**src/rtl/assert_macros.svh**
```systemverilog
// Assertion macros for the modules that check themselves.
// Each macro expects signals named clk and rst_n in the scope where it is used.
`ifndef ASSERT_MACROS_SVH
`define ASSERT_MACROS_SVH

// The consequent must hold in the same cycle as the antecedent.
`define ASSERT_IMPLY(label, ante, cons) \
    label: assert property (@(posedge clk) disable iff (!rst_n) (ante) |-> (cons)) \
        else $error("assertion failed: same-cycle implication");

// The consequent must hold in the cycle after the antecedent.
`define ASSERT_NEXT(label, ante, cons) \
    label: assert property (@(posedge clk) disable iff (!rst_n) (ante) |=> (cons)) \
        else $error("assertion failed: next-cycle implication");

`endif

```
**src/rtl/ccs_pkg.sv**
```systemverilog
package ccs_pkg;

    localparam int IMAGE_WIDTH  = 64;
    localparam int IMAGE_HEIGHT = 64;
    localparam int MAX_LABELS   = 64;

    localparam int COL_W  = $clog2(IMAGE_WIDTH);
    localparam int ROW_W  = $clog2(IMAGE_HEIGHT);
    localparam int LBL_W  = $clog2(MAX_LABELS + 1);
    localparam int PIX_W  = 8;
    localparam int INT_W  = 20;
    localparam int WSUM_W = 26;
    localparam int CEN_W  = 6;

    // Queue between the front and back parts; the depth is a power of two.
    localparam int QDEPTH = 4;
    localparam int QPTR_W = $clog2(QDEPTH);

    localparam logic [PIX_W-1:0] THRESH_RESET = 8'd70;

    typedef struct packed {
        logic [PIX_W-1:0] pixel;
        logic             lit;
        logic [ROW_W-1:0] row;
        logic [COL_W-1:0] col;
        logic             last_col;
        logic             last_pix;
    } item_t;

    typedef struct packed {
        logic full;
        logic empty;
    } q_stat_t;

    typedef struct packed {
        logic [INT_W-1:0]  isum;
        logic [WSUM_W-1:0] rsum;
        logic [WSUM_W-1:0] csum;
    } sums_t;

    typedef enum logic [3:0] {
        S_IDLE,
        S_ABOVE,
        S_FIND_A,
        S_FIND_L,
        S_ADD,
        S_DONE,
        S_FOLD_RD,
        S_FOLD_CHK,
        S_FOLD_FIND,
        S_FOLD_SI,
        S_FOLD_SR,
        S_EMIT_RD,
        S_EMIT_CHK,
        S_DIV,
        S_EMPTY,
        S_CLEAR
    } back_state_t;

endpackage

```
**src/rtl/ccs_front.sv**
```systemverilog
module ccs_front
    import ccs_pkg::*;
(
    input  logic             clk,
    input  logic             rst_n,
    input  logic [PIX_W-1:0] pixel,
    input  logic             in_valid,
    output logic             in_ready,
    input  logic             threshold_we,
    input  logic [PIX_W-1:0] threshold,
    input  q_stat_t          q_stat,
    output logic             push,
    output item_t            push_item
);

    logic [PIX_W-1:0] threshold_reg;
    logic [COL_W-1:0] col_reg;
    logic [ROW_W-1:0] row_reg;
    logic             last_col;
    logic             last_row;

    assign in_ready = !q_stat.full;
    assign push     = in_valid && in_ready;
    assign last_col = (col_reg == COL_W'(IMAGE_WIDTH - 1));
    assign last_row = (row_reg == ROW_W'(IMAGE_HEIGHT - 1));

    always_comb
    begin
        push_item.pixel    = pixel;
        push_item.lit      = (pixel >= threshold_reg);
        push_item.row      = row_reg;
        push_item.col      = col_reg;
        push_item.last_col = last_col;
        push_item.last_pix = last_col && last_row;
    end

    always_ff @(posedge clk or negedge rst_n)
    begin
        if (!rst_n)
        begin
            threshold_reg <= THRESH_RESET;
            col_reg       <= '0;
            row_reg       <= '0;
        end
        else
        begin
            if (threshold_we)
            begin
                threshold_reg <= threshold;
            end
            if (push)
            begin
                if (last_col)
                begin
                    col_reg <= '0;
                    row_reg <= last_row ? '0 : ROW_W'(row_reg + 1'b1);
                end
                else
                begin
                    col_reg <= COL_W'(col_reg + 1'b1);
                end
            end
        end
    end

endmodule

```
**config.mk**
```make
export PLATFORM = sky130hd
export DESIGN_NAME = ccs_front
export DESIGN_NICKNAME = d
export VERILOG_FILES = /design/src/rtl/assert_macros.svh /design/src/rtl/ccs_pkg.sv /design/src/rtl/ccs_front.sv
export SDC_FILE = /design/constraint.sdc
export NUM_CORES = 1
export LEC_CHECK = 0
export BUFFER_PORTS_ARGS = -buffer_cell sky130_fd_sc_hd__buf_2
export CAP_MARGIN = 5
export CORE_ASPECT_RATIO = 0.75
export CORE_UTILIZATION = 45
export CTS_BUF_LIST = sky130_fd_sc_hd__clkbuf_4 sky130_fd_sc_hd__clkbuf_8
export CTS_CLUSTER_SIZE = 30
export DETAILED_ROUTE_END_ITERATION = 12
export PLACE_DENSITY_LB_ADDON = 0.05
export SETUP_SLACK_MARGIN = 0.5
export SLEW_MARGIN = 20
export SYNTH_ARGS = -nofsm -noshare
export SYNTH_HDL_FRONTEND = slang
export SYNTH_SLANG_ARGS = --single-unit
```
**constraint.sdc**
```tcl
create_clock -name clk -period 1.65 [get_ports clk]
set_clock_uncertainty 0.15 [all_clocks]
set_input_delay 0.33 -clock clk [delete_from_list [all_inputs] [get_ports clk]]
set_output_delay 0.33 -clock clk [all_outputs]
set_load 0.01 [all_outputs]
```
==> impl_metrics.csv <==
group,metric,value,unit
worst_setup_path,critPathCaptureType,"output pin",
drt,dr_wl_met2,2350,µm
cts,htreeDepth,1,
worst_setup_path,r2r_setup_slack,-260,ps
power_and_ir_drop,ir_drop,0.900,mV
global_routing,grt_pass1_vias,1136,
power_and_ir_drop,finalPower,2300,µW
synthesis,asyncSetResetFlopFracSynth,100,%
outcome,status,"complete, but fails checks",
sta,fmax,433,MHz
sta,setup_viol,13,
sta,finalHoldViolCount,0,
synthesis,synth_top_area_cell,"dfrtp_1",
worst_setup_path,crit_arrival,1830,ps
worst_setup_path,cp_slowest_cell,"dfstp_2",
drt,ant_nets,0,
drt,via_per_inst,5.62,
floorplanning,ios,47,
synthesis,synthFlopType,"dfrtp_1",
hold_path,hold_class,"in2reg",
place,placedCellCount,206,
sta,post-route-period-util,140,%
worst_setup_path,critPathRequiredTime,1170,ps
place,dp_hpwl,2130,µm
synthesis,ys_seq_area_share,42.8,%
drt,dr_total_vias,1415,
floorplanning,initial_core_util,49.4,%
hold_path,min_to,"threshold_reg[7]$_DFFE_PN0P_",
synthesis,ys_seq_elements,20,
sta,drv_slew,0,
synthesis,synth_fp_nets,160,
place,portBuffers,45,
worst_setup_path,path_max_fanout,2,
synthesis,synth_edf_count,0,
synthesis,ys_types,33,
sta,rsz0062_at_grt,"true",
floorplanning,die_h,46.3,µm
worst_setup_path,worstSetupPathType,"reg2out",
synthesis,ys_top_cells_by_area,"dfrtp_1 (36%), ha_1 (11%), dfstp_2 (6.7%)",
sta,worst_pin_slew,466,ps
place,gp_congestion,0.757,
worst_setup_path,path_cells,"inv_1 -> ha_1 -> o21a_1 -> nor2_1 -> o31ai_2 -> buf_2",
drt,totalWireLength,4960,µm
cells_and_area,layout.nets,251,
global_routing,grt_use_total,26.6,%
worst_setup_path,crit_cells,6,
power_and_ir_drop,leakage,0.00109,µW
floorplanning,coreArea,2380,µm²
synthesis,syn-cell-area,1180,µm²
drt,drt_first_pass_iters,4,
floorplanning,num_rows,15,
worst_setup_path,reg2regPathDepth,6,
floorplanning,die-area,2830,µm²
worst_setup_path,rr_endpoint,"row_reg[3]$_DFFE_PN0P_",
drt,met3_length,410,µm
synthesis,synth_top_cell_area_share,36.1,%
cts,cts_tree,"done",
drt,wl_per_cell,19.7,µm
cts,clock-sinks,20,
global_routing,overflow,0,
drt,top_layer,"met4",
hold_path,hold_start,"threshold[7]",
drt,drt_iter0_markers,87,
worst_setup_path,path_buf_inv,2,
global_routing,antenna_found_initial,0,
worst_setup_path,path_delay_family,"flip-flops",
worst_setup_path,reg2reg_from,"col_reg[5]$_DFFE_PN0P_",
hold_path,hold_path_depth,3,
power_and_ir_drop,power_density,1040,nW/µm²
global_routing,grt_max_degree,21,
cts,clockBufferDepth,2,
cells_and_area,drive_above_1_share,65.6,%
cells_and_area,diodes,0,
cells_and_area,area_delta_synth_final,87.4,%
floorplanning,die_w,61.1,µm
cells_and_area,final_cell_count_no_fill,252,
cts,insertion_delay,320,ps
worst_setup_path,max_stage_delay,560,ps
outcome,violations,"setup timing",
flow_run,cap_viol_max_count,0,
cells_and_area,largest_reg_flops,8,
sta,min_period,2310,ps
cts,root_buffer,"clkbuf_4",
synthesis,avgSynthCellArea,9.20,µm²
drt,met1Wirelength,1890,µm
synthesis,yosys_warnings,0,
cts,path_clk_slew,120,ps
drt,drc_errors,0,
synthesis,synthCells,128,
global_routing,grt_first_pass_wirelength,5220,µm
worst_setup_path,cp-start-kind,"flop",
sta,slew_headroom,68.9,%
sta,worst_slack,-660,ps
cts,numCtsBuffers,3,
cell families after synthesis:
family                     Yosys count  share of synthesized area, %
DFF                                 20                          42.8
AOI/OAI and AO/OA                   27                          14.2
buffers and inverters               25                          11.1
adders and majority gates           10                          10.6
muxes                                2                          1.91
and+or+nand+nor                     40                          16.4
xor gates and xnor gates             4                          2.98
where the power goes:
group          internal (µW)  switching (µW)  leakage [µW]
logic                    780             588      0.000839
clock network            111             169     0.0000184
registers                580            75.4      0.000229
stage by stage:
step	setup slack (ps)	cell area [µm²]	setup TNS (ps)	utilization, %	hold WS [ps]
after CTS	-551	1970	-796	82.5	61.4
after floorplan	-62.5	1340	-62.5	-	-116
after detailed placement	-290	1590	-290	66.7	146
final	-660	2210	-2380	92.5	86.4
after global placement	-272	1590	-272	66.7	143
after global routing	-721	2210	-2730	92.5	86.9
synthesized netlist by cell type, types with 3 or more instances:
library cell	number
ha_1	10
buf_4	9
o21ai_1	6
nor2_1	4
dfstp_2	3
inv_1	12
nand2_1	19
o41ai_1	3
a21oi_1	4
nand3_1	4
o21ai_0	7
dfrtp_1	17
worst max path at each step:
stage                            startpoint            end
2_1_floorplan  threshold_reg[1]$_DFFE_PN1P_  push_item[14]
5_1_grt        threshold_reg[2]$_DFFE_PN1P_  push_item[14]
6_report       threshold_reg[2]$_DFFE_PN1P_  push_item[14]
3_3_place_gp                       pixel[0]  push_item[14]
3_5_place_dp                       pixel[0]  push_item[14]
4_1_cts        threshold_reg[0]$_DFFE_PN0P_  push_item[14]
repair_timing:
item	4_1_cts	5_1_grt
pin swaps	11	9
hold buffers	1	0
hold endpoints to repair	17	0
gates cloned	0	0
setup endpoints to repair	27	27
buffers inserted	18	23
resized for setup	42	17
final cells by class:
cell class,instances,area (µm²)
fill,78,178
sequential,20,515
multi-input combinational,83,746
timing repair buffer,98,816
inverter,13,56.3
tap,34,42.5
clock buffer,4,30.0
layout by cell type (no fill, tap or decap), types with 2 or more instances in the layout:
| cell | netlist | layout |
|---|---|---|
| a21oi_1 | 4 | 3 |
| buf_2 | 2 | 32 |
| buf_4 | 9 | 23 |
| buf_6 | 0 | 42 |
| clkbuf_4 | 0 | 4 |
| dfrtp_1 | 17 | 8 |
| dfrtp_2 | 0 | 9 |
| dfstp_2 | 3 | 3 |
| ha_1 | 10 | 6 |
| ha_4 | 0 | 4 |
| inv_1 | 12 | 8 |
| inv_2 | 0 | 3 |
| mux2_4 | 0 | 2 |
| nand2_1 | 19 | 17 |
| nand2b_4 | 0 | 2 |
| nand3_1 | 4 | 3 |
| nand4_1 | 2 | 2 |
| nor2_4 | 0 | 3 |
| o211ai_1 | 2 | 2 |
| o21a_1 | 2 | 2 |
| o21ai_0 | 7 | 7 |
| o21ai_1 | 6 | 5 |
| o41ai_2 | 0 | 2 |
| or4_1 | 2 | 2 |
| xor2_1 | 2 | 2 |
tightest hold or removal path, stage by stage:
cell	delay [ps]
buf_2	80
nand2_1	50
o21ai_0	70
layer usage:
| layer | vias up | track usage (%) |
|---|---|---|
| li1 | 620 | - |
| met1 | 657 | 29.9 |
| met2 | 106 | 50.2 |
| met3 | 32 | 6.46 |
| met4 | 0 | 6.82 |
| met5 | - | 0 |
Note: power is estimated with default switching activity, not from simulation.
