<file path="config.mk">
export PLATFORM = sky130hd
export DESIGN_NAME = ccs_queue
export DESIGN_NICKNAME = d
export VERILOG_FILES = /design/src/rtl/assert_macros.svh /design/src/rtl/ccs_pkg.sv /design/src/rtl/ccs_queue.sv
export SDC_FILE = /design/constraint.sdc
export NUM_CORES = 1
export LEC_CHECK = 0
export BUFFER_PORTS_ARGS = -buffer_cell sky130_fd_sc_hd__buf_2
export CAP_MARGIN = 5
export CORE_MARGIN = 4
export CORE_UTILIZATION = 56
export CTS_CLUSTER_DIAMETER = 200
export DETAILED_ROUTE_END_ITERATION = 12
export GPL_ROUTABILITY_DRIVEN = 0
export GPL_TIMING_DRIVEN = 0
export PLACE_DENSITY = 0.84
export SYNTH_ARGS = -nofsm -noshare
export SYNTH_HDL_FRONTEND = slang
export SYNTH_SLANG_ARGS = --single-unit
</file>
<file path="constraint.sdc">
create_clock -name clk -period 3.05 [get_ports clk]
set_clock_uncertainty 0.2 [all_clocks]
set_input_delay 0.4575 -clock clk [delete_from_list [all_inputs] [get_ports clk]]
set_output_delay 0.4575 -clock clk [all_outputs]
set_load 0.03 [all_outputs]
</file>
<file path="src/rtl/assert_macros.svh">
// Assertion macros for the modules that check themselves.
// Each macro expects signals named clk and rst_n in the scope where it is used.
`ifndef ASSERT_MACROS_SVH
`define ASSERT_MACROS_SVH

// The consequent must hold in the same cycle as the antecedent.
`define ASSERT_IMPLY(label, ante, cons) \
    label: assert property (@(posedge clk) disable iff (!rst_n) (ante) |-> (cons)) \
        else $error("assertion failed: same-cycle implication");

// The consequent must hold in the cycle after the antecedent.
`define ASSERT_NEXT(label, ante, cons) \
    label: assert property (@(posedge clk) disable iff (!rst_n) (ante) |=> (cons)) \
        else $error("assertion failed: next-cycle implication");

`endif

</file>
<file path="src/rtl/ccs_pkg.sv">
package ccs_pkg;

    localparam int IMAGE_WIDTH  = 64;
    localparam int IMAGE_HEIGHT = 64;
    localparam int MAX_LABELS   = 64;

    localparam int COL_W  = $clog2(IMAGE_WIDTH);
    localparam int ROW_W  = $clog2(IMAGE_HEIGHT);
    localparam int LBL_W  = $clog2(MAX_LABELS + 1);
    localparam int PIX_W  = 8;
    localparam int INT_W  = 20;
    localparam int WSUM_W = 26;
    localparam int CEN_W  = 6;

    // Queue between the front and back parts; the depth is a power of two.
    localparam int QDEPTH = 4;
    localparam int QPTR_W = $clog2(QDEPTH);

    localparam logic [PIX_W-1:0] THRESH_RESET = 8'd70;

    typedef struct packed {
        logic [PIX_W-1:0] pixel;
        logic             lit;
        logic [ROW_W-1:0] row;
        logic [COL_W-1:0] col;
        logic             last_col;
        logic             last_pix;
    } item_t;

    typedef struct packed {
        logic full;
        logic empty;
    } q_stat_t;

    typedef struct packed {
        logic [INT_W-1:0]  isum;
        logic [WSUM_W-1:0] rsum;
        logic [WSUM_W-1:0] csum;
    } sums_t;

    typedef enum logic [3:0] {
        S_IDLE,
        S_ABOVE,
        S_FIND_A,
        S_FIND_L,
        S_ADD,
        S_DONE,
        S_FOLD_RD,
        S_FOLD_CHK,
        S_FOLD_FIND,
        S_FOLD_SI,
        S_FOLD_SR,
        S_EMIT_RD,
        S_EMIT_CHK,
        S_DIV,
        S_EMPTY,
        S_CLEAR
    } back_state_t;

endpackage

</file>
<file path="src/rtl/ccs_queue.sv">
module ccs_queue
    import ccs_pkg::*;
(
    input  logic    clk,
    input  logic    rst_n,
    input  logic    push,
    input  item_t   push_item,
    input  logic    pop,
    output item_t   head,
    output q_stat_t q_stat
);

    item_t             mem [QDEPTH];
    logic [QPTR_W-1:0] wr_ptr_reg;
    logic [QPTR_W-1:0] rd_ptr_reg;
    logic [QPTR_W:0]   cnt_reg;

    assign head         = mem[rd_ptr_reg];
    assign q_stat.full  = (cnt_reg == (QPTR_W+1)'(QDEPTH));
    assign q_stat.empty = (cnt_reg == '0);

    always_ff @(posedge clk)
    begin
        if (push)
        begin
            mem[wr_ptr_reg] <= push_item;
        end
    end

    always_ff @(posedge clk or negedge rst_n)
    begin
        if (!rst_n)
        begin
            wr_ptr_reg <= '0;
            rd_ptr_reg <= '0;
            cnt_reg    <= '0;
        end
        else
        begin
            if (push)
            begin
                wr_ptr_reg <= QPTR_W'(wr_ptr_reg + 1'b1);
            end
            if (pop)
            begin
                rd_ptr_reg <= QPTR_W'(rd_ptr_reg + 1'b1);
            end
            if (push && !pop)
            begin
                cnt_reg <= (QPTR_W+1)'(cnt_reg + 1'b1);
            end
            else if (pop && !push)
            begin
                cnt_reg <= (QPTR_W+1)'(cnt_reg - 1'b1);
            end
        end
    end

endmodule

</file>
==> flow_summary_export.csv, run 1 <==
group,metric,value,unit
run_status,outcome,"complete, no violations",
worst_setup_path,cp-start-kind,"flip-flop",
sta,fmax,418,MHz
clocking,clock_sinks,99,
worst_setup_path,path_max_fanout,10,
synthesis,yosys-top-cells-area,"edfxtp_1 74%, mux4_2 11%, dfrtp_1 4.7%",
floorplanning,start_util,58.5,%
cells_and_area,syn2layout_area_growth,15.2,%
clocking,clock_path_buffers,2,
worst_setup_path,endpoint_kind,"output pin",
sta,final-hold-violation-count,0,
grt,grtUsageTotal,15.8,%
clocking,cts.reportedPaths.clkPinSlew,90,ps
floorplanning,row_count,29,
grt,grt_first_pass_wirelength,9.53,mm
placement,port_buffers,51,
detailed_routing,vias,1699,
clocking,cts_tree,"done",
synthesis,syn_area,0.00376,sq mm
placement,dp.cells,283,
clocking,h-tree-depth,3,
synthesis,yosysSeqAreaShare,78.2,%
cells_and_area,utilization,67.3,%
synthesis,yosys.cell_types.count,19,
synthesis,synth-seq-cells,99,
power,power_frac_clock,20.1,%
detailed_routing,drt_iter0_drc,119,
floorplanning,fp.dieW,89.9,um
floorplanning,die_y,89.9,um
sta,fin_tns_setup,0,ps
synthesis,synthCells,155,
clocking,clkLatencyLatePin,350,ps
power,switchingPower,0.00144,W
power,powerDensity,992,mW/mm^2
worst_setup_path,startpoint,"rd_ptr_reg[0]$_DFFE_PN0P_",
sta,fin_crit,2390,ps
synthesis,netlist.area_leader.share,73.6,%
power,pwr-share-comb,36.0,%
placement,place_area,0.00411,sq mm
worst_setup_path,path_class,"reg2out",
worst_setup_path,worstPathCellList,"buf_6, buf_12, mux4_2, buf_2",
floorplanning,io_pins,52,
sta,rsz0062_at_grt,"false",
synthesis,syn_area_per_cell,24.2,sq um
detailed_routing,routedWlPerCell,19.6,um
grt,grt_overflow,0,
sta,tightest_slew,1220,ps
power,pwr-share-seq,43.8,%
worst_setup_path,r2r_slack,840,ps
worst_setup_path,r2r-start,"wr_ptr_reg[0]$_DFFE_PN0P_",
worst_hold_path,min_path_type,"in2reg",
grt,antenna_found_initial,0,
cells_and_area,finalNetCount,251,
synthesis,synth_nets,188,
detailed_routing,ant_nets,0,
floorplanning,die_area,0.00808,sq mm
worst_setup_path,crit_buf_inv,3,
sta,timing.final.crit_share,78.4,%
cells_and_area,largest_register_ffs,92,
detailed_routing,postRouteWirelength,5.87,mm
worst_setup_path,reg2reg_to,"mem[0][5]$_DFFE_PP_",
synthesis,synth_top_area_cell,"edfxtp_1",
worst_setup_path,cpPeakStageDelay,530,ps
power,leakagePower,1.55,nW
clocking,cts_buffers,9,
floorplanning,coreArea,0.00642,sq mm
power,p_sw_share,33.5,%
power,power,0.00429,W
sta,slew_headroom,18.5,%
run,drv_cap,0,
grt,grt_max_degree,24,
worst_hold_path,holdCritStartpoint,"push_item[20]",
detailed_routing,via_per_inst,5.66,
clocking,cts-root-buf,"clkbuf_8",
power,internal_power,0.00285,W
grt,first_global_vias,1850,
detailed_routing,first_pass_iters,4,
sta,finalMaxSlewViolations,0,
cells_and_area,finalInstanceArea,0.00433,sq mm
worst_setup_path,reg2regPathDepth,3,
synthesis,synth-warning-count,0,
worst_hold_path,whs_path_depth,1,
sta,setup_viol,0,
cells_and_area,fin_cells,300,
worst_setup_path,arrival,1730,ps
placement,detailed_place_hpwl,3.82,mm
cells_and_area,drive_above_1_share,39.9,%
worst_hold_path,min_to,"mem[1][20]$_DFFE_PP_",
worst_setup_path,critPathRequiredTime,2390,ps
worst_setup_path,crit_family,"multiplexers",
worst_setup_path,slowest_stage,"mux4_2",
power,irDropWorstVdd,619,uV
cells_and_area,diodes,0,
detailed_routing,drc_errors,0,
==> area by class of cell <==
cell class,instances,area (sq um)
flip-flops and latches,99,2940
fillers,408,2100
multi-input cells,46,737
repair buffers,52,265
clock buffers,10,128
well taps,77,96.3
clock inverters,6,80.1
plain buffers,6,66.3
inverters,4,15.0
==> synth_stat cells (all sizes together) <==
library cell and count:
mux2 1, and2 4, o21ai 1, xnor2 2, edfxtp 92, mux4 23
buf 6, inv 4, nand2 2, nor3 1, dfrtp 7, nor3b 1
nor2 1, ha 5, xor2 4, fa 1
==> through the flow <==
stage | setup WS [ps] | hold WS, ps
after floorplan | 1190 | -38.1
after global placement | 866 | 102
after global routing | 593 | 99.9
after CTS | 632 | 97.3
final | 658 | 119
after detailed placement | 805 | 106
==> repair_timing <==
action / CTS / global route
endpoints found under the hold margin: 7 / 0
gates resized for setup: 0 / 0
endpoints found under the setup margin: 0 / 0
buffers inserted: 0 / 0
hold buffers: 1 / 0
==> metal layers <==
layer | track usage [%] | up-vias | share of wire, %
met5 | 0 | - | 0
met4 | 5.36 | 0 | 1.1
met3 | 4.59 | 8 | 4.2
met2 | 26.3 | 48 | 54
met1 | 20.2 | 886 | 41
li1 | - | 757 | -
==> power by group through the flow <==
| stage | logic [W] | registers (W) | clock network, W |
|---|---|---|---|
| after floorplan | 0.00120 | 0.00188 | 0 |
| after global placement | 0.00156 | 0.00189 | 0 |
| after detailed placement | 0.00157 | 0.00192 | 0 |
| after CTS | 0.00158 | 0.00188 | 0.000886 |
| after global routing | 0.00166 | 0.00190 | 0.000941 |
| final | 0.00155 | 0.00188 | 0.000864 |
==> cell usage in the layout (no fill, tap or decap), types with 2 or more instances in the layout <==
master and n:
and2_1 4, ha_1 5, bufinv_16 2, buf_12 2, xnor2_1 2, xor2_1 4
clkbuf_8 9, edfxtp_1 92, mux4_2 18, inv_1 4, buf_2 54, dfrtp_1 7
clkinv_1 2, mux4_1 5, nand2_1 2
==> kinds of logic after synthesis <==
kind of cell	synth area share [%]
compound gates	0.133
xor+xnor	1.40
fa+ha+maj	2.20
buf+inv	2.17
flops	78.2
mux	14.6
simple gates	1.30
==> worst max-delay path by stage <==
stage                                       to  slack [ps]  cells past startpoint
after floorplan                        head[0]        1190                      3
after global placement    mem[0][11]$_DFFE_PP_         870                      2
after detailed placement  mem[0][11]$_DFFE_PP_         810                      3
after CTS                              head[0]         630                      4
after global routing                   head[4]         590                      4
final                                  head[8]         660                      4
Note: power is estimated with default switching activity, not from simulation.
==> run 2: changes to the inputs <==
--- a/config.mk
+++ b/config.mk
@@ -5,6 +5,7 @@
 export SDC_FILE = /design/constraint.sdc
 export NUM_CORES = 1
 export LEC_CHECK = 0
+export ABC_AREA = 1
 export BUFFER_PORTS_ARGS = -buffer_cell sky130_fd_sc_hd__buf_2
 export CAP_MARGIN = 5
 export CORE_MARGIN = 4
@@ -13,7 +14,7 @@
 export DETAILED_ROUTE_END_ITERATION = 12
 export GPL_ROUTABILITY_DRIVEN = 0
 export GPL_TIMING_DRIVEN = 0
-export PLACE_DENSITY = 0.84
+export PLACE_DENSITY = 0.83
 export SYNTH_ARGS = -nofsm -noshare
 export SYNTH_HDL_FRONTEND = slang
 export SYNTH_SLANG_ARGS = --single-unit
==> constraint.sdc (replaced) <==
create_clock -name clk -period 2.5 [get_ports clk]
set_clock_uncertainty 0.2 [all_clocks]
set_input_delay 0.375 -clock clk [delete_from_list [all_inputs] [get_ports clk]]
set_output_delay 0.375 -clock clk [all_outputs]
set_load 0.03 [all_outputs]
==> run 2 against run 1 <==
Effect of this change:
- power is 47% higher
- combinational power is 85% higher
- register-to-register slack worse by 430 ps
- first-iteration DRC count down 5.9%
- largest power group is now combinational logic
- worst hold slack lost 92 ps
- die area rose by 14%
- flip-flop and latch count unchanged
- critical endpoint is now head[14]
- clock power increased by 28%
==> flow_summary_export.csv, run 2 <==
group,metric,value,unit
run_status,outcome,"complete, no violations",
synthesis,synth.most_common_cell,"edfxtp_1",
synthesis,synth_top_area_cell,"edfxtp_1",
synthesis,syn_area_per_cell,13.8,sq um
worst_setup_path,cp-start-kind,"flip-flop",
worst_hold_path,holdCritStartpoint,"push_item[17]",
grt,met3_usage,3.05,%
clocking,cts_resized,0,
synthesis,ys.flop_type,"edfxtp_1",
grt,grtUsageTotal,18.8,%
synthesis,synthCells,315,
placement,detailed_place_hpwl,5.13,mm
synthesis,async_flop_share,7.07,%
synthesis,synth_nets,348,
worst_setup_path,endpoint_kind,"output pin",
sta,rsz0062_at_grt,"false",
grt,grt_first_pass_wirelength,12.6,mm
cells_and_area,final_common_cell,"edfxtp_1",
worst_setup_path,reg2reg_to,"mem[0][11]$_DFFE_PP_",
power,powerDensity,1270,mW/mm^2
detailed_routing,drt_iter0_drc,112,
placement,place_area,0.00473,sq mm
cells_and_area,syn2layout_area_growth,13.9,%
cells_and_area,layout_common_cells,"92 x edfxtp_1, 57 x inv_1, 56 x buf_2",
synthesis,synth_commonest_cells,"92 x edfxtp_1, 57 x inv_1, 46 x nand2_1, 36 x nand2_2, 26 x o211ai_2",
floorplanning,coreArea,0.00741,sq mm
synthesis,synth-warning-count,0,
sta,timing.final.crit_share,89.5,%
placement,port_buffers,51,
sta,setup_slack,264,ps
worst_hold_path,min_path_type,"in2reg",
grt,grt_max_degree,24,
grt,antenna_found_initial,0,
grt,first_global_vias,2544,
synthesis,yosys-top-cells-area,"edfxtp_1 64%, o211ai_2 7.5%, nand2_2 5.2%",
cells_and_area,finalInstanceArea,0.00496,sq mm
worst_setup_path,cpPeakStageDelay,460,ps
floorplanning,row_count,31,
sta,hold_ws,27.0,ps
detailed_routing,first_pass_iters,4,
cells_and_area,drive_above_1_share,37.3,%
clocking,cts.reportedPaths.clkPinSlew,90,ps
sta,fin_tns_setup,0,ps
synthesis,synth-seq-cells,99,
grt,use_met1,22.7,%
floorplanning,io_pins,52,
clocking,cts_buffers,9,
sta,tightest_slew,1080,ps
cells_and_area,largest_register_ffs,92,
detailed_routing,ant_nets,0,
grt,grt_overflow,0,
run,drv_cap,0,
cells_and_area,finalNetCount,411,
clocking,cts_tree,"done",
sta,final-hold-violation-count,0,
sta,finalMaxSlewViolations,0,
synthesis,syn_area,0.00435,sq mm
clocking,clkLatencyLatePin,350,ps
worst_setup_path,critPathRequiredTime,1920,ps
detailed_routing,postRouteWirelength,7.97,mm
clocking,postCtsSetupBuffers,0,
power,leakagePower,2.06,nW
detailed_routing,drc_errors,0,
grt,use_met2,33.6,%
floorplanning,die_area,0.00924,sq mm
sta,fmax,447,MHz
sta,setup_viol,0,
floorplanning,fp.dieW,96.1,um
synthesis,yosysSeqAreaShare,67.5,%
synthesis,netlist.area_leader.share,63.5,%
worst_setup_path,arrival,1660,ps
worst_hold_path,whs_path_depth,1,
worst_setup_path,path_class,"reg2out",
cells_and_area,utilization,66.9,%
grt,grt-busiest-layer,"met2",
cells_and_area,diodes,0,
detailed_routing,vias,2443,
worst_setup_path,path_max_fanout,10,
floorplanning,die_y,96.1,um
power,irDropWorstVdd,788,uV
worst_setup_path,worstPathCellList,"inv_2, buf_4, o211ai_2, nand2_1, buf_2",
synthesis,yosys.cell_types.count,23,
clocking,holdBufCountCts,1,
sta,slew_headroom,28.1,%
floorplanning,start_util,58.7,%
worst_setup_path,r2r_slack,410,ps
clocking,clock_sinks,99,
sta,fin_crit,2240,ps
clocking,clock_path_buffers,2,
detailed_routing,via_per_inst,5.07,
worst_setup_path,slowest_stage,"dfrtp_1",
worst_setup_path,reg2regPathDepth,4,
worst_setup_path,r2r-start,"wr_ptr_reg[0]$_DFFE_PN0P_",
synthesis,synth_edf_count,92,
clocking,h-tree-depth,3,
worst_hold_path,min_to,"mem[0][17]$_DFFE_PP_",
detailed_routing,routedWlPerCell,16.5,um
placement,pre_cts_ws,230,ps
clocking,cts-root-buf,"clkbuf_8",
run 2: changes by cell type in the layout (fill, tap and decap cells not counted), sizes merged, moves of 4 or more:
cell	change
inv	+55
o211ai	+46
buf	+8
mux4	-23
and2	-4
nand2	+80
run 2: critical path: cells and delay by family (launching register included):
| family | cells | cell delay (ps) |
|---|---|---|
| buffers and inverters | 3 | 630 |
| flip-flops | 1 | 460 |
| AO/OA/AOI/OAI | 1 | 110 |
| AND/OR/NAND/NOR | 1 | 100 |
run 2: report_power, final:
part / internal (W) / total (W) / switching (W) / leakage [nW]
Sequential: 0.00219 / 0.00233 / 0.000143 / 0.928
Clock: 0.000566 / 0.00111 / 0.000546 / 0.105
Combinational: 0.000949 / 0.00287 / 0.00192 / 1.03
Total: 0.00370 / 0.00631 / 0.00261 / 2.06
run 2: metal layers:
layer	up-vias	wire [um]
met5	-	0
met4	0	105
met3	10	387
met2	60	4190
met1	1172	3290
li1	1201	-
run 2: cell type report:
| class | count | area (sq um) |
|---|---|---|
| multi-input cells | 143 | 1020 |
| inverters | 58 | 218 |
| clock inverters | 6 | 88.8 |
| well taps | 99 | 124 |
| clock buffers | 10 | 128 |
| flip-flops and latches | 99 | 2940 |
| repair buffers | 52 | 265 |
| fillers | 541 | 2450 |
| plain buffers | 15 | 170 |
run 2: how the worst max path moves through the flow:
| stage | slack [ps] | start | depth (start not counted) | endpoint |
|---|---|---|---|---|
| 4_1_cts | 260 | rd_ptr_reg[1]$_DFFE_PN0P_ | 5 | head[14] |
| 5_1_grt | 200 | rd_ptr_reg[1]$_DFFE_PN0P_ | 5 | head[7] |
| 3_3_place_gp | 320 | push | 4 | mem[1][16]$_DFFE_PP_ |
| 2_1_floorplan | 790 | wr_ptr_reg[0]$_DFFE_PN0P_ | 4 | mem[0][0]$_DFFE_PP_ |
| 3_5_place_dp | 230 | push | 4 | mem[1][16]$_DFFE_PP_ |
| 6_report | 260 | rd_ptr_reg[1]$_DFFE_PN0P_ | 5 | head[14] |
run 2: kinds of logic after synthesis:
logic type	after synthesis	synth area share, %
DFF	99	67.5
and+or+nand+nor	86	9.63
AOI/OAI and AO/OA	47	11.0
buffers and inverters	73	8.92
adders and majority gates	6	1.90
xor gates and xnor gates	4	0.978
run 2: metrics by stage:
stage               power, W  cells
floorplan            0.00450    315
global placement     0.00517    465
detailed placement   0.00527    465
CTS                  0.00637    482
global route         0.00665    482
finish               0.00631    482
